File: src/design/shae_pkg.sv
// shared types, constants and tables of the sha-256 engine
`default_nettype none

package shae_pkg;

    localparam int unsigned WORD_W    = 32;
    localparam int unsigned BLK_WORDS = 16;
    localparam int unsigned DIG_WORDS = 8;

    typedef logic [WORD_W-1:0] word_t;
    typedef logic [DIG_WORDS-1:0][WORD_W-1:0] digest_t;

    typedef enum logic [2:0] {
        ST_IDLE,
        ST_PAD_MARK,
        ST_PAD_FILL,
        ST_COMP_LOAD,
        ST_COMP_RUN,
        ST_COMP_ADD
    } state_t;

    typedef struct packed {
        logic       load;
        logic       run;
        logic       commit;
        logic       init_iv;
        logic [5:0] rnd;
    } core_cmd_t;

    function automatic word_t iv_word(input logic [2:0] idx);
        word_t r;
        unique case (idx)
            3'd0: r = 32'h6a09e667;
            3'd1: r = 32'hbb67ae85;
            3'd2: r = 32'h3c6ef372;
            3'd3: r = 32'ha54ff53a;
            3'd4: r = 32'h510e527f;
            3'd5: r = 32'h9b05688c;
            3'd6: r = 32'h1f83d9ab;
            3'd7: r = 32'h5be0cd19;
        endcase
        return r;
    endfunction

    function automatic word_t round_k(input logic [5:0] idx);
        word_t r;
        unique case (idx)
            6'd0:  r = 32'h428a2f98;  6'd1:  r = 32'h71374491;
            6'd2:  r = 32'hb5c0fbcf;  6'd3:  r = 32'he9b5dba5;
            6'd4:  r = 32'h3956c25b;  6'd5:  r = 32'h59f111f1;
            6'd6:  r = 32'h923f82a4;  6'd7:  r = 32'hab1c5ed5;
            6'd8:  r = 32'hd807aa98;  6'd9:  r = 32'h12835b01;
            6'd10: r = 32'h243185be;  6'd11: r = 32'h550c7dc3;
            6'd12: r = 32'h72be5d74;  6'd13: r = 32'h80deb1fe;
            6'd14: r = 32'h9bdc06a7;  6'd15: r = 32'hc19bf174;
            6'd16: r = 32'he49b69c1;  6'd17: r = 32'hefbe4786;
            6'd18: r = 32'h0fc19dc6;  6'd19: r = 32'h240ca1cc;
            6'd20: r = 32'h2de92c6f;  6'd21: r = 32'h4a7484aa;
            6'd22: r = 32'h5cb0a9dc;  6'd23: r = 32'h76f988da;
            6'd24: r = 32'h983e5152;  6'd25: r = 32'ha831c66d;
            6'd26: r = 32'hb00327c8;  6'd27: r = 32'hbf597fc7;
            6'd28: r = 32'hc6e00bf3;  6'd29: r = 32'hd5a79147;
            6'd30: r = 32'h06ca6351;  6'd31: r = 32'h14292967;
            6'd32: r = 32'h27b70a85;  6'd33: r = 32'h2e1b2138;
            6'd34: r = 32'h4d2c6dfc;  6'd35: r = 32'h53380d13;
            6'd36: r = 32'h650a7354;  6'd37: r = 32'h766a0abb;
            6'd38: r = 32'h81c2c92e;  6'd39: r = 32'h92722c85;
            6'd40: r = 32'ha2bfe8a1;  6'd41: r = 32'ha81a664b;
            6'd42: r = 32'hc24b8b70;  6'd43: r = 32'hc76c51a3;
            6'd44: r = 32'hd192e819;  6'd45: r = 32'hd6990624;
            6'd46: r = 32'hf40e3585;  6'd47: r = 32'h106aa070;
            6'd48: r = 32'h19a4c116;  6'd49: r = 32'h1e376c08;
            6'd50: r = 32'h2748774c;  6'd51: r = 32'h34b0bcb5;
            6'd52: r = 32'h391c0cb3;  6'd53: r = 32'h4ed8aa4a;
            6'd54: r = 32'h5b9cca4f;  6'd55: r = 32'h682e6ff3;
            6'd56: r = 32'h748f82ee;  6'd57: r = 32'h78a5636f;
            6'd58: r = 32'h84c87814;  6'd59: r = 32'h8cc70208;
            6'd60: r = 32'h90befffa;  6'd61: r = 32'ha4506ceb;
            6'd62: r = 32'hbef9a3f7;  6'd63: r = 32'hc67178f2;
        endcase
        return r;
    endfunction

endpackage

`default_nettype wire

File: src/design/shae_ram.sv
// generic simple dual-port ram with registered read
`default_nettype none

module shae_ram #(
    parameter int unsigned WIDTH = 32,
    parameter int unsigned DEPTH = 16
) (
    input  wire logic                     clk,
    input  wire logic                     we,
    input  wire logic [$clog2(DEPTH)-1:0] waddr,
    input  wire logic [WIDTH-1:0]         wdata,
    input  wire logic [$clog2(DEPTH)-1:0] raddr,
    output logic      [WIDTH-1:0]         rdata
);

    logic [WIDTH-1:0] mem [DEPTH];

    always_ff @(posedge clk)
    begin
        if (we)
        begin
            mem[waddr] <= wdata;
        end
        rdata <= mem[raddr];
    end

endmodule

`default_nettype wire

File: src/design/shae_core.sv
// compression datapath: working variables, schedule window and chaining words
`default_nettype none

module shae_core import shae_pkg::*; (
    input  wire logic      clk,
    input  wire logic      rst_n,
    input  wire core_cmd_t cmd,
    input  wire word_t     w_mem,
    output digest_t        sum
);

    word_t h_reg [DIG_WORDS];
    word_t v_reg [DIG_WORDS];
    word_t w_reg [BLK_WORDS];
    word_t w_new;
    word_t t1;
    word_t t2;

    function automatic word_t bsig0(input word_t x);
        return {x[1:0], x[31:2]} ^ {x[12:0], x[31:13]} ^ {x[21:0], x[31:22]};
    endfunction

    function automatic word_t bsig1(input word_t x);
        return {x[5:0], x[31:6]} ^ {x[10:0], x[31:11]} ^ {x[24:0], x[31:25]};
    endfunction

    function automatic word_t ssig0(input word_t x);
        return {x[6:0], x[31:7]} ^ {x[17:0], x[31:18]} ^ {3'b000, x[31:3]};
    endfunction

    function automatic word_t ssig1(input word_t x);
        return {x[16:0], x[31:17]} ^ {x[18:0], x[31:19]} ^ {10'b0, x[31:10]};
    endfunction

    always_comb
    begin
        // first sixteen rounds take the block word straight from the ram
        if (cmd.rnd[5:4] == 2'b00)
        begin
            w_new = w_mem;
        end
        else
        begin
            w_new = ssig1(w_reg[14]) + w_reg[9] + ssig0(w_reg[1]) + w_reg[0];
        end
        t1 = v_reg[7] + bsig1(v_reg[4]) + ((v_reg[4] & v_reg[5]) ^ (~v_reg[4] & v_reg[6]))
             + round_k(cmd.rnd) + w_new;
        t2 = bsig0(v_reg[0])
             + ((v_reg[0] & v_reg[1]) ^ (v_reg[0] & v_reg[2]) ^ (v_reg[1] & v_reg[2]));
        for (int i = 0; i < DIG_WORDS; i++)
        begin
            sum[i] = h_reg[i] + v_reg[i];
        end
    end

    always_ff @(posedge clk)
    begin
        if (cmd.load)
        begin
            for (int i = 0; i < DIG_WORDS; i++)
            begin
                v_reg[i] <= h_reg[i];
            end
        end
        else if (cmd.run)
        begin
            v_reg[0] <= t1 + t2;
            v_reg[1] <= v_reg[0];
            v_reg[2] <= v_reg[1];
            v_reg[3] <= v_reg[2];
            v_reg[4] <= v_reg[3] + t1;
            v_reg[5] <= v_reg[4];
            v_reg[6] <= v_reg[5];
            v_reg[7] <= v_reg[6];
            for (int i = 0; i < BLK_WORDS - 1; i++)
            begin
                w_reg[i] <= w_reg[i+1];
            end
            w_reg[BLK_WORDS-1] <= w_new;
        end
    end

    always_ff @(posedge clk or negedge rst_n)
    begin
        if (!rst_n)
        begin
            for (int i = 0; i < DIG_WORDS; i++)
            begin
                h_reg[i] <= iv_word(3'(i));
            end
        end
        else if (cmd.init_iv)
        begin
            for (int i = 0; i < DIG_WORDS; i++)
            begin
                h_reg[i] <= iv_word(3'(i));
            end
        end
        else if (cmd.commit)
        begin
            for (int i = 0; i < DIG_WORDS; i++)
            begin
                h_reg[i] <= sum[i];
            end
        end
    end

endmodule

`default_nettype wire

File: src/design/shae_out.sv
// digest holding register and word-by-word output channel
`default_nettype none

module shae_out import shae_pkg::*; (
    input  wire logic    clk,
    input  wire logic    rst_n,
    input  wire logic    capture,
    input  wire digest_t sum,
    input  wire logic    dig_stall,
    output logic         dig_valid,
    output word_t        digest_word,
    output logic [2:0]   word_index,
    output logic         last_word,
    output logic         busy
);

    word_t      dig_reg [DIG_WORDS];
    logic [2:0] cnt_reg;
    logic [2:0] cnt_next;
    logic       busy_reg;
    logic       busy_next;

    assign dig_valid   = busy_reg;
    assign busy        = busy_reg;
    assign digest_word = dig_reg[cnt_reg];
    assign word_index  = cnt_reg;
    assign last_word   = (cnt_reg == 3'd7);

    always_comb
    begin
        cnt_next  = cnt_reg;
        busy_next = busy_reg;
        if (capture)
        begin
            cnt_next  = 3'd0;
            busy_next = 1'b1;
        end
        else if (busy_reg && !dig_stall)
        begin
            cnt_next = cnt_reg + 3'd1;
            if (cnt_reg == 3'd7)
            begin
                busy_next = 1'b0;
            end
        end
    end

    always_ff @(posedge clk)
    begin
        if (capture)
        begin
            for (int i = 0; i < DIG_WORDS; i++)
            begin
                dig_reg[i] <= sum[i];
            end
        end
    end

    always_ff @(posedge clk or negedge rst_n)
    begin
        if (!rst_n)
        begin
            cnt_reg  <= 3'd0;
            busy_reg <= 1'b0;
        end
        else
        begin
            cnt_reg  <= cnt_next;
            busy_reg <= busy_next;
        end
    end

endmodule

`default_nettype wire

File: src/design/sha256_hash_engine_top.sv
// sha-256 engine top level: byte packing, padding sequencer and block ram
// throughput: one message word per cycle while idle; every 64th byte starts a
//   compression (ram read plus 64 rounds at one per cycle, then the chaining add)
// reset: asynchronous, clears counters and the sequencer, loads the initial hash
//   values; the block ram is not cleared, every word is written before a block is read
`default_nettype none

module sha256_hash_engine_top import shae_pkg::*; (
    input  wire logic        clk,
    input  wire logic        rst_n,
    // message channel, one byte per word
    input  wire logic        msg_valid,
    output logic             msg_stall,
    input  wire logic [7:0]  data_byte,
    input  wire logic        has_byte,
    input  wire logic        last_byte,
    // digest channel, eight words per message
    output logic             dig_valid,
    input  wire logic        dig_stall,
    output logic [31:0]      digest_word,
    output logic [2:0]       word_index,
    output logic             last_word
);

    state_t      state_reg,    state_next;
    logic [5:0]  fill_reg,     fill_next;      // bytes pending in the block
    logic [23:0] pack_reg,     pack_next;      // bytes of the word being built
    logic [63:0] bits_reg,     bits_next;      // message length in bits, wraps
    logic [3:0]  pad_ptr_reg,  pad_ptr_next;
    logic [5:0]  rnd_reg,      rnd_next;
    logic        two_blk_reg,  two_blk_next;   // padding spills into a second block
    logic        final_reg,    final_next;     // block in flight carries the length
    logic        pad_pend_reg, pad_pend_next;  // last word filled a block, pad after it

    logic        msg_acc;
    logic        ram_we;
    logic [3:0]  ram_waddr;
    word_t       ram_wdata;
    logic [3:0]  ram_raddr;
    word_t       ram_rdata;
    core_cmd_t   cmd;
    digest_t     sum;
    logic        capture;
    logic        out_busy;

    // pending bytes of the partial word, then the 0x80 marker, then zeros
    function automatic word_t marker_word(input logic [1:0] k, input logic [23:0] p);
        word_t r;
        unique case (k)
            2'd0: r = 32'h8000_0000;
            2'd1: r = {p[7:0], 8'h80, 16'h0000};
            2'd2: r = {p[15:0], 8'h80, 8'h00};
            2'd3: r = {p[23:0], 8'h80};
        endcase
        return r;
    endfunction

    // input is taken only by the idle sequencer
    assign msg_stall = (state_reg != ST_IDLE);
    assign msg_acc   = msg_valid && !msg_stall;

    always_comb
    begin
        state_next    = state_reg;
        fill_next     = fill_reg;
        pack_next     = pack_reg;
        bits_next     = bits_reg;
        pad_ptr_next  = pad_ptr_reg;
        rnd_next      = rnd_reg;
        two_blk_next  = two_blk_reg;
        final_next    = final_reg;
        pad_pend_next = pad_pend_reg;
        ram_we        = 1'b0;
        ram_waddr     = fill_reg[5:2];
        ram_wdata     = '0;
        ram_raddr     = 4'd0;
        cmd           = '0;
        capture       = 1'b0;

        unique case (state_reg)
            ST_IDLE:
            begin
                if (msg_acc)
                begin
                    if (has_byte)
                    begin
                        pack_next = {pack_reg[15:0], data_byte};
                        fill_next = fill_reg + 6'd1;
                        bits_next = bits_reg + 64'd8;
                        // fourth byte completes a big-endian word
                        if (fill_reg[1:0] == 2'b11)
                        begin
                            ram_we    = 1'b1;
                            ram_wdata = {pack_reg, data_byte};
                        end
                    end
                    if (has_byte && (fill_reg == 6'd63))
                    begin
                        pad_pend_next = last_byte;
                        state_next    = ST_COMP_LOAD;
                    end
                    else if (last_byte)
                    begin
                        state_next = ST_PAD_MARK;
                    end
                end
            end

            ST_PAD_MARK:
            begin
                ram_we       = 1'b1;
                ram_wdata    = marker_word(fill_reg[1:0], pack_reg);
                two_blk_next = (fill_reg[5:3] == 3'b111);
                final_next   = 1'b0;
                if (fill_reg[5:2] == 4'd15)
                begin
                    state_next = ST_COMP_LOAD;
                end
                else
                begin
                    pad_ptr_next = fill_reg[5:2] + 4'd1;
                    state_next   = ST_PAD_FILL;
                end
            end

            ST_PAD_FILL:
            begin
                ram_we       = 1'b1;
                ram_waddr    = pad_ptr_reg;
                pad_ptr_next = pad_ptr_reg + 4'd1;
                // length words close the block that carries no spilled marker
                if (!two_blk_reg && (pad_ptr_reg == 4'd14))
                begin
                    ram_wdata = bits_reg[63:32];
                end
                else if (!two_blk_reg && (pad_ptr_reg == 4'd15))
                begin
                    ram_wdata = bits_reg[31:0];
                end
                if (pad_ptr_reg == 4'd15)
                begin
                    final_next = !two_blk_reg;
                    state_next = ST_COMP_LOAD;
                end
            end

            ST_COMP_LOAD:
            begin
                cmd.load   = 1'b1;
                ram_raddr  = 4'd0;
                rnd_next   = 6'd0;
                state_next = ST_COMP_RUN;
            end

            ST_COMP_RUN:
            begin
                cmd.run   = 1'b1;
                cmd.rnd   = rnd_reg;
                // fetch the word for the next round now, so the registered ram read has it ready
                ram_raddr = rnd_reg[3:0] + 4'd1;
                rnd_next  = rnd_reg + 6'd1;
                if (rnd_reg == 6'd63)
                begin
                    state_next = ST_COMP_ADD;
                end
            end

            ST_COMP_ADD:
            begin
                priority if (two_blk_reg)
                begin
                    cmd.commit   = 1'b1;
                    two_blk_next = 1'b0;
                    pad_ptr_next = 4'd0;
                    state_next   = ST_PAD_FILL;
                end
                else if (final_reg)
                begin
                    // hold here until the previous digest has drained
                    if (!out_busy)
                    begin
                        capture       = 1'b1;
                        cmd.init_iv   = 1'b1;
                        final_next    = 1'b0;
                        pad_pend_next = 1'b0;
                        bits_next     = 64'd0;
                        fill_next     = 6'd0;
                        state_next    = ST_IDLE;
                    end
                end
                else
                begin
                    cmd.commit = 1'b1;
                    if (pad_pend_reg)
                    begin
                        pad_pend_next = 1'b0;
                        state_next    = ST_PAD_MARK;
                    end
                    else
                    begin
                        state_next = ST_IDLE;
                    end
                end
            end

            default:
            begin
                state_next = ST_IDLE;
            end
        endcase
    end

    always_ff @(posedge clk or negedge rst_n)
    begin
        if (!rst_n)
        begin
            state_reg    <= ST_IDLE;
            fill_reg     <= 6'd0;
            bits_reg     <= 64'd0;
            pad_ptr_reg  <= 4'd0;
            rnd_reg      <= 6'd0;
            two_blk_reg  <= 1'b0;
            final_reg    <= 1'b0;
            pad_pend_reg <= 1'b0;
        end
        else
        begin
            state_reg    <= state_next;
            fill_reg     <= fill_next;
            bits_reg     <= bits_next;
            pad_ptr_reg  <= pad_ptr_next;
            rnd_reg      <= rnd_next;
            two_blk_reg  <= two_blk_next;
            final_reg    <= final_next;
            pad_pend_reg <= pad_pend_next;
        end
    end

    // partial word bytes are payload
    always_ff @(posedge clk)
    begin
        pack_reg <= pack_next;
    end

    // sixteen-word block buffer
    shae_ram #(
        .WIDTH (WORD_W),
        .DEPTH (BLK_WORDS)
    ) u_blk_ram (
        .clk   (clk),
        .we    (ram_we),
        .waddr (ram_waddr),
        .wdata (ram_wdata),
        .raddr (ram_raddr),
        .rdata (ram_rdata)
    );

    shae_core u_core (
        .clk   (clk),
        .rst_n (rst_n),
        .cmd   (cmd),
        .w_mem (ram_rdata),
        .sum   (sum)
    );

    shae_out u_out (
        .clk         (clk),
        .rst_n       (rst_n),
        .capture     (capture),
        .sum         (sum),
        .dig_stall   (dig_stall),
        .dig_valid   (dig_valid),
        .digest_word (digest_word),
        .word_index  (word_index),
        .last_word   (last_word),
        .busy        (out_busy)
    );

    // the block buffer must not change under the rounds reading it
    a_no_write_in_rounds: assert property (@(posedge clk) disable iff (!rst_n)
        (state_reg == ST_COMP_RUN) |-> !ram_we)
        else $error("block ram written during compression");

    // a new digest never overwrites one still being sent
    a_capture_when_free: assert property (@(posedge clk) disable iff (!rst_n)
        capture |-> !out_busy)
        else $error("digest captured while output busy");

    // the last round, 63, is followed by the chaining add
    a_round_count: assert property (@(posedge clk) disable iff (!rst_n)
        (state_reg == ST_COMP_RUN && rnd_reg == 6'd63) |=> (state_reg == ST_COMP_ADD))
        else $error("round counter out of step");

    // a plain data word advances the fill count by one
    a_fill_step: assert property (@(posedge clk) disable iff (!rst_n)
        (msg_acc && has_byte && !last_byte && fill_reg != 6'd63)
        |=> (fill_reg == 6'($past(fill_reg) + 6'd1)))
        else $error("fill count did not advance");

endmodule

`default_nettype wire

File: config.mk
export PLATFORM = sky130hd
export DESIGN_NAME = sha256_hash_engine_top
export DESIGN_NICKNAME = d
export VERILOG_FILES = /design/src/design/shae_pkg.sv /design/src/design/shae_ram.sv /design/src/design/shae_core.sv /design/src/design/shae_out.sv /design/src/design/sha256_hash_engine_top.sv
export SDC_FILE = /design/constraint.sdc
export NUM_CORES = 2
export LEC_CHECK = 0
export BUFFER_PORTS_ARGS = -buffer_cell sky130_fd_sc_hd__buf_2
export CAP_MARGIN = 25
export CORE_MARGIN = 2
export CORE_UTILIZATION = 38
export CTS_BUF_LIST = sky130_fd_sc_hd__clkbuf_4 sky130_fd_sc_hd__clkbuf_8
export DETAILED_ROUTE_END_ITERATION = 10
export PLACE_DENSITY_LB_ADDON = 0.15
export SYNTH_ARGS = -nofsm -noshare
export SYNTH_HDL_FRONTEND = slang
export SYNTH_SLANG_ARGS = --single-unit
File: constraint.sdc
create_clock -name clk -period 35.4 [get_ports clk]
set_input_delay 3.54 -clock clk [delete_from_list [all_inputs] [get_ports clk]]
set_output_delay 3.54 -clock clk [all_outputs]
set_load 0.005 [all_outputs]
==> flow_summary.json <==
{
  "cts_htree_levels": 5,
  "number_of_iterations_in_the_first_detailed_routing_pass": 6,
  "clkLatencyLatePin_ps": 1110,
  "total_of_flip_flops_plus_latches_after_synthesis": 1935,
  "synth_cell_type_count": 91,
  "holdCritPathClass": "reg -> reg",
  "timing.slew.headroom": 0.2383,
  "power.sequential.fraction": 0.506,
  "die_width_um": 517.2,
  "final_design_area_no_fill_um2": 111700,
  "synth-async-reset-ratio": 0.1773,
  "fin_total_pwr_mw": 4.850,
  "cts.sink_count": 1935,
  "die-height_um": 517.2,
  "power_leakage_nw": 43.01,
  "timing.critical_path.from_type": "flip-flop",
  "fmax_mhz": 77.83,
  "area_occupied_by_multi_input_gates_um2": 41080,
  "synth-edff-count": 1560,
  "report.final.setup_viol": 0,
  "detailroute.via_count": 67344,
  "setup.worst_path.end_class": "flip-flop",
  "cts-buffers-inserted": 359,
  "dp.final_hpwl_mm": 216.5,
  "clk_root_buffer_cell": "sky130_fd_sc_hd__clkbuf_8",
  "cts_post_setup_buffers_inserted": 0,
  "cts_buffer_depth": 4,
  "gr-total-overflow": 0,
  "netSwitchingPower_mw": 1.129,
  "timing_max_transition_violations_final": 0,
  "tritoncts": "yes",
  "syn_to_final_growth_pct": 11.63,
  "route.detailed.wl_per_inst_um": 26.33,
  "final_layout_size_suffix_gt1_frac": 0.1355,
  "timing.setup.tns_ps": 0,
  "drcViolationCount": 0,
  "n_fill_cell": 24602,
  "finalCoreUtilization": 0.4263,
  "cp.required_ps": 36160,
  "detail_route.wirelength_mm": 319.3,
  "crit_path_max_incr_delay_ps": 760,
  "period_utilization": 0.3630,
  "initial_core_util": 0.3819,
  "regArea_um2": 56250,
  "post_cts_resized": 0,
  "initial_antenna_violation_count": 7,
  "switching_share": 0.2329,
  "timing_hold_violations_final": 0,
  "clkTransAtPathRegs_ps": 60,
  "netlist_area_um2": 100100,
  "drt_iter0_markers": 6927,
  "cts_hold_repair.buffers": 0,
  "rsz0062_at_grt": "false",
  "comb_power_share": 0.056,
  "wire_length_of_the_first_global_routing_pass_mm": 462.5,
  "result_of_the_run": "completed",
  "total_grt_usage": 0.2358,
  "io_pins": 52,
  "postPlaceCellArea_um2": 104700,
  "pin_count_of_the_biggest_net_entering_global_routing": 130,
  "yosysWarnings": 0,
  "buffer_ports.inserted": 51,
  "layout.nets": 8969,
  "worst_ir_drop_vdd_v": 0.00005065,
  "worst-r2r-setup-slack_ps": 22550,
  "net_count_after_synthesis": 8802,
  "max-cap-violations": 0,
  "postRouteAntennaNets": 0,
  "critPathSlowestCell": "sky130_fd_sc_hd__a311oi_1",
  "postSynth.topFlopCell": "sky130_fd_sc_hd__edfxtp_1",
  "floorplan_row_count": 188,
  "period_needed_ps": 12850,
  "via_count_of_the_first_global_routing_pass": 65414,
  "pwr-share-clk": 0.438,
  "power_density_nw_per_um2": 43.41,
  "synthesis.area_per_instance_um2": 12.23,
  "coreArea_um2": 262000,
  "critical_path_class": "reg -> reg",
  "p_int_mw": 3.720,
  "worstPathMaxFanout": 58,
  "synth_seq_area_share": 0.5620,
  "worst_slew_pin_slew_ps": 1128,
  "die_area_um2": 267500,
  "gp_congestion": 0.9585,
  "instances_no_fill": 12129,
  "viasPerCell": 5.552,
  "postSynthCellCount": 8184,
  "clock-skew-final_ps": 106.7,
  "placedCellCount": 11499,
  "worst-endpoint-arrival_ps": 13600
}
-- cells in the mapped netlist (all sizes together) (19+ instances only) --
cell       n  area, um^2
edfxtp  1560       46840
o21a      53       397.9
nand2   1021        3835
buf       60       234.0
o21ai    371        1857
o21bai    53       397.9
a31oi     80       500.5
dfxtp     32       640.6
dfstp    136        3573
a21o     183        1374
a211oi    92       695.7
and3      50       312.8
ha       407        5092
nor2b    100       625.6
fa       197        3944
a22o     121        1060
a311oi    95       832.1
nand3    139       705.7
xor2     183        1603
nand2b    51       319.1
clkbuf   340        1276
o31ai     24       180.2
nor3      89       450.4
nand4     31       200.2
dfrtp    207        5180
mux2     104        1171
nor2     333        1262
inv      393        1475
xnor2    452        3959
and2      28       175.2
mux2i    183        1832
o211ai    45       337.8
a21oi    430        2152
o22ai     25       156.4
mux4      76        1712
o22a     122        1069
or3       49       306.5
or2       19       118.9
-- power by group through the flow --
stage                     combinational (mW)  clock, mW  sequential, mW
after floorplan                        0.144          0            2.48
after global placement                 0.280          0            2.50
after detailed placement               0.278          0            2.50
after CTS                              0.280       2.19            2.45
after global routing                   0.288       2.28            2.45
final                                  0.272       2.13            2.45
-- critical path, delay by kind of cell, from the launching register on --
kind	cells	cell delay, ps
compound gates	9	3560
flops	1	500
buf+inv	6	1720
simple gates	10	2580
xor+xnor	2	310
fa+ha+maj	8	3790
-- cell families (layout without fill, tap and decap cells) --
| logic type | Yosys count | count (layout) | synth area share |
|---|---|---|---|
| other | 0 | 4 | 0 |
| AND/OR/NAND/NOR | 1970 | 1970 | 0.08782 |
| AO/OA/AOI/OAI | 1861 | 1861 | 0.1251 |
| buffers and inverters | 796 | 1222 | 0.02994 |
| flip-flops | 1935 | 1935 | 0.5620 |
| multiplexers | 363 | 363 | 0.04711 |
| XOR/XNOR | 637 | 637 | 0.05602 |
| adder cells (fa/ha/maj) | 622 | 622 | 0.09209 |
-- final timing paths --
| path | startpoint | end | depth (start not counted) |
|---|---|---|---|
| worst max-delay path | state_reg[1] | u_core.v_reg[0][25] | 35 |
| worst min-delay path | u_core.w_reg[1][20] | u_core.w_reg[0][244] | 0 |
| worst max register to register | state_reg[1] | u_core.v_reg[0][25] | 35 |
| worst min register to register | u_core.w_reg[1][20] | u_core.w_reg[0][244] | 0 |
| max in group asynchronous | rst_n | rnd_reg[0] | 3 |
| min in group asynchronous | rst_n | u_core.h_reg[231] | 1 |
-- per-layer routing --
metal | GRT usage | share of wire | wire, um | vias up
met4 | 0.05957 | 0.024 | 7820 | 2
li1 | - | - | - | 30445
met3 | 0.04230 | 0.063 | 20220 | 433
met2 | 0.3500 | 0.44 | 139100 | 2252
met5 | 0 | 0.000038 | 12 | -
met1 | 0.3540 | 0.48 | 152200 | 34212
-- through the flow --
| step | hold slack (ps) | setup WS, ps |
|---|---|---|
| after global placement | 400.1 | 22750 |
| after CTS | 348.7 | 22510 |
| final | 352.6 | 22550 |
| after detailed placement | 404.5 | 22660 |
| after global routing | 376.4 | 21600 |
| after floorplan | 400.3 | 12970 |
-- layout make-up --
class,count,area share
inverters,396,0.01351
flip-flops and latches,1935,0.5035
repair buffers,206,0.01393
multi-input cells,5453,0.3678
well taps,3515,0.03937
clock buffers,499,0.05493
diodes,4,0.00008960
clock inverters,121,0.006877
-- cell usage in the layout, fill, tap and decap left out, types with 30 or more instances in the layout --
cell and instances:
sky130_fd_sc_hd__edfxtp_1 1560, sky130_fd_sc_hd__nand2_1 1012, sky130_fd_sc_hd__xnor2_1 452, sky130_fd_sc_hd__a21oi_1 429, sky130_fd_sc_hd__ha_1 406, sky130_fd_sc_hd__inv_1 391
sky130_fd_sc_hd__clkbuf_8 382, sky130_fd_sc_hd__o21ai_0 357, sky130_fd_sc_hd__nor2_1 307, sky130_fd_sc_hd__dfrtp_1 203, sky130_fd_sc_hd__fa_1 197, sky130_fd_sc_hd__xor2_1 183
sky130_fd_sc_hd__a21o_1 183, sky130_fd_sc_hd__mux2i_1 183, sky130_fd_sc_hd__buf_4 143, sky130_fd_sc_hd__nand3_1 137, sky130_fd_sc_hd__dfstp_2 136, sky130_fd_sc_hd__o22a_1 122
sky130_fd_sc_hd__a22o_1 121, sky130_fd_sc_hd__clkbuf_4 117, sky130_fd_sc_hd__mux2_2 104, sky130_fd_sc_hd__nor2b_1 100, sky130_fd_sc_hd__a311oi_1 95, sky130_fd_sc_hd__a211oi_1 91
sky130_fd_sc_hd__nor3_1 88, sky130_fd_sc_hd__a31oi_1 80, sky130_fd_sc_hd__mux4_2 76, sky130_fd_sc_hd__clkinv_1 63, sky130_fd_sc_hd__o21bai_1 53, sky130_fd_sc_hd__o21a_1 53
sky130_fd_sc_hd__buf_2 51, sky130_fd_sc_hd__and3_1 50, sky130_fd_sc_hd__nand2b_1 50, sky130_fd_sc_hd__or3_1 49, sky130_fd_sc_hd__o211ai_1 45, sky130_fd_sc_hd__clkinv_2 41
sky130_fd_sc_hd__dfxtp_1 32, sky130_fd_sc_hd__nand4_1 30
No activity file was read; power rests on OpenSTA's default activity.
